==> src/design/glu_pkg.sv <==
// ----------------------------------------------------------------------------
// glu_pkg: shared types and constants for the gcd / lcm unit
// Holds the sequencer states, the divider request and response bundles and
// the fixed operand width.
// ----------------------------------------------------------------------------
package glu_pkg;

  // operand and result width
  localparam int unsigned DATA_W = 32;

  // largest positive lcm before saturation
  localparam logic [DATA_W-1:0] LCM_MAX = 32'h7FFF_FFFF;

  // operation select codes
  localparam logic OP_GCD = 1'b0;
  localparam logic OP_LCM = 1'b1;

  // sequencer states
  typedef enum logic [2:0] {
    S_IDLE,
    S_STEP,
    S_REM,
    S_QUO,
    S_SAT,
    S_DONE
  } state_t;

  // request into the shared divider
  typedef struct packed {
    logic              start;
    logic [DATA_W-1:0] dividend;
    logic [DATA_W-1:0] divisor;
  } div_req_t;

  // response from the shared divider
  typedef struct packed {
    logic              done;
    logic [DATA_W-1:0] quotient;
    logic [DATA_W-1:0] remainder;
  } div_rsp_t;

endpackage

==> src/design/gcd_lcm_unit.sv <==
// ----------------------------------------------------------------------------
// gcd_lcm_unit: greatest common divisor and least common multiple
// Euclid's algorithm with a truncating remainder on signed 32-bit operands,
// and a saturating lcm built from the gcd, one divide and one multiply.
//
//   channel | ports        | contents
//   --------+--------------+---------------------------------------------
//   input   | in_tdata     | first_operand [31:0], second_operand [63:32]
//           | in_tuser     | op (0 gcd, 1 lcm)
//   result  | out_tdata    | answer [31:0]
//           | out_tuser    | overflow
//
// Each remainder step uses the shared divider; gcd runs one such step per
// Euclid step (at most 46 steps on 32-bit values). lcm adds one more divide,
// |a| / gcd, whose quotient is multiplied by |b| when the divide is done,
// and one saturate state.
// One item is in work at a time; in_tready is high only while idle.
// A result waits in the output register while out_tready is low; the unit
// holds the next result until that transfer is done. Reset is synchronous.
// ----------------------------------------------------------------------------
module gcd_lcm_unit (
  input  logic        clk,
  input  logic        rst_n,
  input  logic        in_tvalid,
  output logic        in_tready,
  input  logic [63:0] in_tdata,   // first_operand [31:0], second_operand [63:32]
  input  logic        in_tuser,   // op
  output logic        out_tvalid,
  input  logic        out_tready,
  output logic [31:0] out_tdata,  // answer [31:0]
  output logic        out_tuser   // overflow
);

  localparam int unsigned W = glu_pkg::DATA_W;

  glu_pkg::state_t   state_r, state_nxt;
  glu_pkg::div_req_t div_req;
  glu_pkg::div_rsp_t div_rsp;

  logic           op_r, op_nxt;
  logic [W-1:0]   a_r, a_nxt;     // running magnitudes for euclid
  logic [W-1:0]   b_r, b_nxt;
  logic           sa_r, sa_nxt;   // signs that travel with them
  logic           sb_r, sb_nxt;
  logic [W-1:0]   ma_r, ma_nxt;   // original operand magnitudes
  logic [W-1:0]   mb_r, mb_nxt;
  logic [2*W-1:0] prod_r, prod_nxt;
  logic [W-1:0]   res_r, res_nxt;
  logic           ovf_r, ovf_nxt;
  logic           out_valid_r, out_valid_nxt;
  logic [W-1:0]   out_data_r, out_data_nxt;
  logic           out_user_r, out_user_nxt;

  logic [W-1:0]   in_a, in_b;
  logic [W-1:0]   in_a_mag, in_b_mag;
  logic [2*W-1:0] mul_w;

  // operand split and magnitudes
  assign in_a     = in_tdata[W-1:0];
  assign in_b     = in_tdata[2*W-1:W];
  assign in_a_mag = in_a[W-1] ? (~in_a + 1'b1) : in_a;
  assign in_b_mag = in_b[W-1] ? (~in_b + 1'b1) : in_b;

  // lcm product of quotient and second magnitude
  assign mul_w = (2*W)'(div_rsp.quotient) * (2*W)'(mb_r);

  // sequencer
  always_comb begin
    state_nxt     = state_r;
    op_nxt        = op_r;
    a_nxt         = a_r;
    b_nxt         = b_r;
    sa_nxt        = sa_r;
    sb_nxt        = sb_r;
    ma_nxt        = ma_r;
    mb_nxt        = mb_r;
    prod_nxt      = prod_r;
    res_nxt       = res_r;
    ovf_nxt       = ovf_r;
    out_data_nxt  = out_data_r;
    out_user_nxt  = out_user_r;
    out_valid_nxt = out_valid_r;
    div_req.start    = 1'b0;
    div_req.dividend = a_r;
    div_req.divisor  = b_r;

    // result transfer empties the output register
    if (out_valid_r && out_tready) begin
      out_valid_nxt = 1'b0;
    end

    unique case (state_r)
      glu_pkg::S_IDLE: begin
        if (in_tvalid) begin
          op_nxt    = in_tuser;
          a_nxt     = in_a_mag;
          b_nxt     = in_b_mag;
          sa_nxt    = in_a[W-1];
          sb_nxt    = in_b[W-1];
          ma_nxt    = in_a_mag;
          mb_nxt    = in_b_mag;
          state_nxt = glu_pkg::S_STEP;
        end
      end
      glu_pkg::S_STEP: begin
        if (b_r != '0) begin
          div_req.start = 1'b1;
          state_nxt     = glu_pkg::S_REM;
        end else if (op_r == glu_pkg::OP_GCD) begin
          res_nxt   = sa_r ? (~a_r + 1'b1) : a_r;
          ovf_nxt   = 1'b0;
          state_nxt = glu_pkg::S_DONE;
        end else if (ma_r == '0 || mb_r == '0) begin
          res_nxt   = '0;
          ovf_nxt   = 1'b0;
          state_nxt = glu_pkg::S_DONE;
        end else begin
          // |a| / |gcd|
          div_req.start    = 1'b1;
          div_req.dividend = ma_r;
          div_req.divisor  = a_r;
          state_nxt        = glu_pkg::S_QUO;
        end
      end
      glu_pkg::S_REM: begin
        // (a, b) becomes (b, a rem b); the remainder keeps the dividend sign
        if (div_rsp.done) begin
          a_nxt     = b_r;
          sa_nxt    = sb_r;
          b_nxt     = div_rsp.remainder;
          sb_nxt    = sa_r;
          state_nxt = glu_pkg::S_STEP;
        end
      end
      glu_pkg::S_QUO: begin
        if (div_rsp.done) begin
          prod_nxt  = mul_w;
          state_nxt = glu_pkg::S_SAT;
        end
      end
      glu_pkg::S_SAT: begin
        if (|prod_r[2*W-1:W-1]) begin
          res_nxt = glu_pkg::LCM_MAX;
          ovf_nxt = 1'b1;
        end else begin
          res_nxt = prod_r[W-1:0];
          ovf_nxt = 1'b0;
        end
        state_nxt = glu_pkg::S_DONE;
      end
      glu_pkg::S_DONE: begin
        if (!out_valid_r || out_tready) begin
          out_valid_nxt = 1'b1;
          out_data_nxt  = res_r;
          out_user_nxt  = ovf_r;
          state_nxt     = glu_pkg::S_IDLE;
        end
      end
      default: begin
        state_nxt = glu_pkg::S_IDLE;
      end
    endcase
  end

  // control state
  always_ff @(posedge clk) begin
    if (!rst_n) begin
      state_r     <= glu_pkg::S_IDLE;
      out_valid_r <= 1'b0;
    end else begin
      state_r     <= state_nxt;
      out_valid_r <= out_valid_nxt;
    end
  end

  // datapath registers
  always_ff @(posedge clk) begin
    op_r       <= op_nxt;
    a_r        <= a_nxt;
    b_r        <= b_nxt;
    sa_r       <= sa_nxt;
    sb_r       <= sb_nxt;
    ma_r       <= ma_nxt;
    mb_r       <= mb_nxt;
    prod_r     <= prod_nxt;
    res_r      <= res_nxt;
    ovf_r      <= ovf_nxt;
    out_data_r <= out_data_nxt;
    out_user_r <= out_user_nxt;
  end

  // shared divider
  glu_div u_div (
    .clk   (clk),
    .rst_n (rst_n),
    .req   (div_req),
    .rsp   (div_rsp)
  );

  assign in_tready  = (state_r == glu_pkg::S_IDLE);
  assign out_tvalid = out_valid_r;
  assign out_tdata  = out_data_r;
  assign out_tuser  = out_user_r;

endmodule

==> src/design/glu_div.sv <==
// ----------------------------------------------------------------------------
// glu_div: iterative unsigned divider
// Restoring division, one quotient bit per cycle. A start latches the
// operands; done pulses on the cycle that quotient and remainder are valid.
// ----------------------------------------------------------------------------
module glu_div (
  input  logic              clk,
  input  logic              rst_n,
  input  glu_pkg::div_req_t req,
  output glu_pkg::div_rsp_t rsp
);

  localparam int unsigned W = glu_pkg::DATA_W;
  localparam int unsigned CW = $clog2(W);

  logic          busy_r, busy_nxt;
  logic [CW-1:0] cnt_r, cnt_nxt;
  logic [W-1:0]  num_r, num_nxt;
  logic [W-1:0]  rem_r, rem_nxt;
  logic [W-1:0]  dvs_r, dvs_nxt;
  logic          done_r, done_nxt;

  logic [W:0]    partial;
  logic [W:0]    diff;

  // shift in the next dividend bit and trial-subtract the divisor
  assign partial = {rem_r, num_r[W-1]};
  assign diff    = partial - {1'b0, dvs_r};

  always_comb begin
    busy_nxt = busy_r;
    cnt_nxt  = cnt_r;
    num_nxt  = num_r;
    rem_nxt  = rem_r;
    dvs_nxt  = dvs_r;
    done_nxt = 1'b0;
    if (req.start) begin
      busy_nxt = 1'b1;
      cnt_nxt  = CW'(W - 1);
      num_nxt  = req.dividend;
      rem_nxt  = '0;
      dvs_nxt  = req.divisor;
    end else if (busy_r) begin
      // quotient bits fill the dividend register from the bottom
      if (!diff[W]) begin
        rem_nxt = diff[W-1:0];
        num_nxt = {num_r[W-2:0], 1'b1};
      end else begin
        rem_nxt = partial[W-1:0];
        num_nxt = {num_r[W-2:0], 1'b0};
      end
      cnt_nxt = cnt_r - 1'b1;
      if (cnt_r == '0) begin
        busy_nxt = 1'b0;
        done_nxt = 1'b1;
      end
    end
  end

  // control state
  always_ff @(posedge clk) begin
    if (!rst_n) begin
      busy_r <= 1'b0;
      done_r <= 1'b0;
    end else begin
      busy_r <= busy_nxt;
      done_r <= done_nxt;
    end
  end

  // datapath registers
  always_ff @(posedge clk) begin
    cnt_r <= cnt_nxt;
    num_r <= num_nxt;
    rem_r <= rem_nxt;
    dvs_r <= dvs_nxt;
  end

  assign rsp.done      = done_r;
  assign rsp.quotient  = num_r;
  assign rsp.remainder = rem_r;

endmodule
==> config.mk <==
export PLATFORM = sky130hd
export DESIGN_NAME = gcd_lcm_unit
export DESIGN_NICKNAME = d
export VERILOG_FILES = /design/src/design/glu_pkg.sv /design/src/design/gcd_lcm_unit.sv /design/src/design/glu_div.sv
export SDC_FILE = /design/constraint.sdc
export NUM_CORES = 2
export LEC_CHECK = 0
export BUFFER_PORTS_ARGS = -buffer_cell sky130_fd_sc_hd__buf_2
export CAP_MARGIN = 0
export CORE_MARGIN = 2
export CORE_UTILIZATION = 60
export CTS_BUF_LIST = sky130_fd_sc_hd__clkbuf_16
export DETAILED_ROUTE_END_ITERATION = 12
export PLACE_DENSITY_LB_ADDON = 0.25
export SETUP_SLACK_MARGIN = 0.5
export SYNTH_ARGS = -nofsm -noshare
export SYNTH_HDL_FRONTEND = slang
export SYNTH_HIERARCHICAL = 1
export SYNTH_SLANG_ARGS = --single-unit
==> constraint.sdc <==
create_clock -name clk -period 10 [get_ports clk]
set_input_delay 2 -clock clk [delete_from_list [all_inputs] [get_ports clk]]
set_output_delay 2 -clock clk [all_outputs]
set_load 0.02 [all_outputs]
Word level (Yosys, flattened, before mapping). Index checks and enable logic that the tools add are counted.

Add/subtract/negate cells: 5. Multiply operators: 1. Equal/unequal tests: 11. Muxes and demuxes: 49. Bitwise logic cells: 5. Reduce and logical (&&, ||, !) cells: 20.

Operators by type and width (count): $mux W32 (14); $mux W65 (3); $pmux W32 S2 (3); $add A32 B1 Y32 const B (3); $not A32 Y32 (3); $logic_not A32 Y1 (2); $mul A32 B32 Y64 (1); $mux W64 (1); $reduce_or A33 Y1 (1); $sub A33 B32 Y33 (1); $reduce_bool A32 Y1 (1); $mux W3 (7); $pmux W3 S6 (1); $mux W1 (17); $eq A3 B2 Y1 const B (2); $eq A3 B3 Y1 const B (2); $ne A2 B2 Y1 const B (3); $pmux W1 S2 (3); $reduce_and A2 Y1 (3); $reduce_and A3 Y1 (2); $reduce_bool A2 Y1 (3); $logic_not A5 Y1 (1); $sub A5 B1 Y5 const B (1); $ne A2 B1 Y1 const B (2); 9 further kinds (11).

Register bits: 368. Input bits: 69. Output and inout port bits: 35. Logic and storage cells: 111.

Depth between registers and ports, before layout.
Depth after elaboration: 7. Mapped depth: 30. Mapped depth without buffers: 27.

By module. Netlist, hierarchy kept.

Modules (own cells, without submodules): gcd_lcm_unit (times used 1, cells an instance 4542, area each 45439.8 um^2, seq. area each 7917.6 um^2); glu_div (times used 1, cells an instance 585, area each 6015.8 um^2, seq. area each 2702.6 um^2).

Least setup slack after synthesis. Ideal clock, no wire load.

Path type: reg-to-reg. From: register mb_r[2]. To: register prod_r[49] (data pin). Library setup time: 260 ps. Arrival time: 7292 ps. Required time: 9740 ps. Slack: 2448 ps. Stages on the path, launching flop included: 25. Buffers on the path: 2. Period minus slack after synthesis: 7552 ps. Cell sequence: edfxtp_1 > clkbuf_1 > and2_1 > fa_1 > inv_1 > fa_1 > fa_1 > fa_1 > inv_1 > fa_1 > fa_1 > fa_1 > inv_1 > fa_1 > inv_1 > ha_1 > clkbuf_1 > nand4_1 > or3_1 > and3_1 > o31a_1 > o31a_1 > o311ai_0 > a21oi_1 > xnor2_1.

Cells in the longest elaborated chain, start to end: 1.

RTL lines: from (decl) (RTL line gcd_lcm_unit.sv:46) `logic [W-1:0] mb_r, mb_nxt;`; from (signal assigned) (RTL line gcd_lcm_unit.sv:184) `mb_r <= mb_nxt;`; $mul A32 B32 Y64 (RTL line gcd_lcm_unit.sv:65) `assign mul_w = (2*W)'(div_rsp.quotient) * (2*W)'(mb_r);`; named net mul_w[49] (RTL line gcd_lcm_unit.sv:56) `logic [2*W-1:0] mul_w;`; to (signal assigned) (RTL line gcd_lcm_unit.sv:185) `prod_r <= prod_nxt;`; to (decl) (RTL line gcd_lcm_unit.sv:47) `logic [2*W-1:0] prod_r, prod_nxt;`.

The timed path passes the listed nets, and every way through them passes these cells. A chain may end at the register's enable or synchronous reset.

Final worst setup path.
From: register u_div.num_r[13]. To: register prod_r[63] (data pin).

Cells in the longest elaborated chain, start to end: 1.

RTL lines: from (decl) (RTL line glu_div.sv:18) `logic [W-1:0] num_r, num_nxt;`; from (signal assigned) (RTL line glu_div.sv:74) `num_r <= num_nxt;`; $mul A32 B32 Y64 (RTL line gcd_lcm_unit.sv:65); named net mul_w[63] (RTL line gcd_lcm_unit.sv:56).

The timed path passes the listed nets, and every way through them passes these cells.

==> results.tsv <==
metric	value	unit
cell mode on critical path	fa_1	
Detailed Route WL	137.8	mm
Post-synth EDFFs	325	
share of the yosys chip area belonging to registers	0.2064	
Netlist cell types	90	
Ys Warns	6	
storage element area	10620	um^2
CTS tree	yes	
worst r2r src	u_div/num_r[13]$_DFFE_PP_	
min-delay src	res_r[9]$_DFFE_PP_	
Worst setup SP type	flop	
Top FF cell, synth	edfxtp_1	
Iteration-0 DRC Markers	3436	
Hold Path Class	flop to flop	
syn avg cell area	10.04	um^2
TritonRoute pass-1 iters	6	
initial antenna violation count	2	
worst skew pair latency	0.58	ns
HPWL Detailed	108.2	mm
Nets	6346	
Final Skew	0.03840	ns
fin area	54530	um^2
largest net degree at the start of global routing	67	
DRC Markers	0	
Root Buffer	clkbuf_16	
clock period minus worst slack	8.986	ns
post-synthesis async set-or-reset flop share	0	
RSZ-0062 raised after global routing	false	
delay of the slowest critical-path stage	0.88	ns
Die X	296.8	um
PortBufs	103	
routed length per placed instance	22.01	um
final critical-path share of the clock period	0.8986	
clock slew at reported path FFs	0.06	ns
slowest CP cell	edfxtp_1	
GPL Wtd Cong	0.9711	
CP Data Arrival Time	9.29	ns
layout cells sized above 1	0.08490	
Crit. Startpoint	u_div/num_r[13]$_DFFE_PP_	
core area	85010	um^2
remaining antenna violation count	0	
number of CTS-inserted buffers	40	
first-pass GRT wire length	216.5	mm
Filler Cell Count	6857	
net count after synthesis	6392	
number of cells on the worst hold path	0	
Layout Cells excl Fill	6260	
# hold bufs at CTS	0	
Remaining Overflow, GRT	0	
Via density	5.862	
post-placement cell area	52940	um^2
multi-input logic area	36360	um^2
Reg2Reg Depth	22	
Yosys reg bits	368	
Slew Limit Headroom	0.2188	
Placed Cells	6169	
vias in the first global route	37720	
Initial Util	0.6053	
Synth Instances	5127	
Syn-to-layout area delta	5.982	%
outcome	finished clean	
f_max	0.1113	GHz
clock buffer depth	3	
most frequent cells in the layout	inv_1, fa_1, and2_1	
number of hold violations in the final report	0	
die height	296.8	um
full die area	88120	um^2
number of setup violations in the final report	0	
GR Util All Layers	0.3159	
Hold Worst Slack	0.4175	ns
commonest non-fill, non-tap cell in the layout	inv_1	
Crit. End Element	flop	
H-tree levels	2	
CP Data Required Time	10.30	ns
critical path class	flop to flop	
Core Rows	107	
Fin Setup TNS	0	ns
Clock Sinks	368	
Final Max Tran Viols	0	
via count	36700	
io pins	104	
area of the mapped netlist	51460	um^2
Max Cap Viol	0	
Slew @ Worst Pin	1.172	ns
critical path, cell by cell	buf_4 -> and2_1 -> fa_1 -> fa_1 -> inv_1 -> fa_1 -> fa_1 -> inv_1 -> fa_1 -> fa_1 -> fa_1 -> fa_1 -> ha_1 -> a21oi_1 -> o21ai_0 -> nor3_1 -> o2111ai_1 -> nand2_1 -> o41ai_2 -> o21ai_0 -> o41ai_1 -> xnor2_1	
critical path peak fanout	17	
## logic make-up (layout without fill, tap and decap cells)
logic type,Yosys count,in the layout,share of synthesized area
and+or+nand+nor,1527,1527,0.1544
xor gates and xnor gates,175,175,0.02979
other,0,4,0
AOI/OAI and AO/OA,516,516,0.06643
DFF,368,368,0.2064
buffers and inverters,1188,1173,0.08751
adders and majority gates,1196,1196,0.4217
muxes,157,157,0.03375
## synth_stat cells, types with 16 or more instances
library cell | n | share of area
fa_1 | 897 | 0.35
inv_1 | 895 | 0.065
and2_1 | 609 | 0.074
nand2_1 | 568 | 0.041
edfxtp_1 | 325 | 0.19
ha_1 | 299 | 0.073
clkbuf_1 | 280 | 0.020
mux2_2 | 129 | 0.028
o21ai_0 | 128 | 0.012
a21oi_1 | 109 | 0.011
xnor2_1 | 105 | 0.018
nor2_1 | 95 | 0.0069
a21o_1 | 77 | 0.011
xor2_1 | 70 | 0.012
dfxtp_1 | 43 | 0.017
nor4_1 | 43 | 0.0052
nand4_1 | 36 | 0.0044
o31ai_1 | 31 | 0.0045
mux2i_1 | 27 | 0.0053
nand2b_1 | 25 | 0.0030
nor3_1 | 24 | 0.0023
nand3_1 | 22 | 0.0021
o21a_1 | 21 | 0.0031
a211oi_1 | 19 | 0.0028
nor2b_1 | 19 | 0.0023
and3_1 | 18 | 0.0022
or4_1 | 17 | 0.0025
o21bai_1 | 16 | 0.0023
## what timing repair did
action	4_1_cts	5_1_grt
endpoints found under the setup margin	0	2
hold endpoints to repair	0	0
buffers inserted	0	14
resized for setup	0	1
## worst max-delay path: cells and delay by family (launching register included)
kind,cells,cell delay (ns)
adders and majority gates,9,4.47
and+or+nand+nor,3,0.59
AOI/OAI and AO/OA,6,2.17
xor gates and xnor gates,1,0.10
buffers and inverters,3,0.48
DFF,1,0.88
## area by class of cell
type	count	area share
sequential	368	0.1948
tap	1144	0.02625
antenna	4	0.0001835
inverter	895	0.06160
clock inverter	32	0.006700
multi-input combinational	3571	0.6668
clock buffer	41	0.01881
timing repair buffer	205	0.02487
## state kept, by name (all words and copies together), names as in the netlist, 3 cells and up
register,flops
state_r,3
b_r,32
u_div/num_r,32
u_div/rem_r,32
prod_r,64
out_tdata,32
u_div/dvs_r,32
ma_r,32
a_r,32
u_div/cnt_r,5
res_r,32
mb_r,32
## layer usage
metal | GRT usage | share of wire | wire [um]
met1 | 0.4707 | 0.42 | 57480
met2 | 0.4867 | 0.45 | 62030
met3 | 0.04923 | 0.10 | 14200
met4 | 0.08146 | 0.029 | 4034
met5 | 0 | 0.000094 | 13
## metrics by stage
stage                     worst slack [ns]  utilization
after floorplan                      2.448            -
after global placement              0.9980       0.6228
after detailed placement            0.9618       0.6228
after CTS                           0.9245       0.6391
after global routing                0.7506       0.6414
final                                1.014       0.6415
## path summary, 6_finish.rpt
path,endpoint,slack (ns)
max,prod_r[63]$_DFFE_PP_,1.01
min,out_tdata[9]$_DFFE_PP_,0.42
max reg2reg,prod_r[63]$_DFFE_PP_,1.01
min reg2reg,out_tdata[9]$_DFFE_PP_,0.42
Power is left out: the tool's default activity adds up to more than one toggle a clock period on the data nets, which glitch-free logic cannot reach.
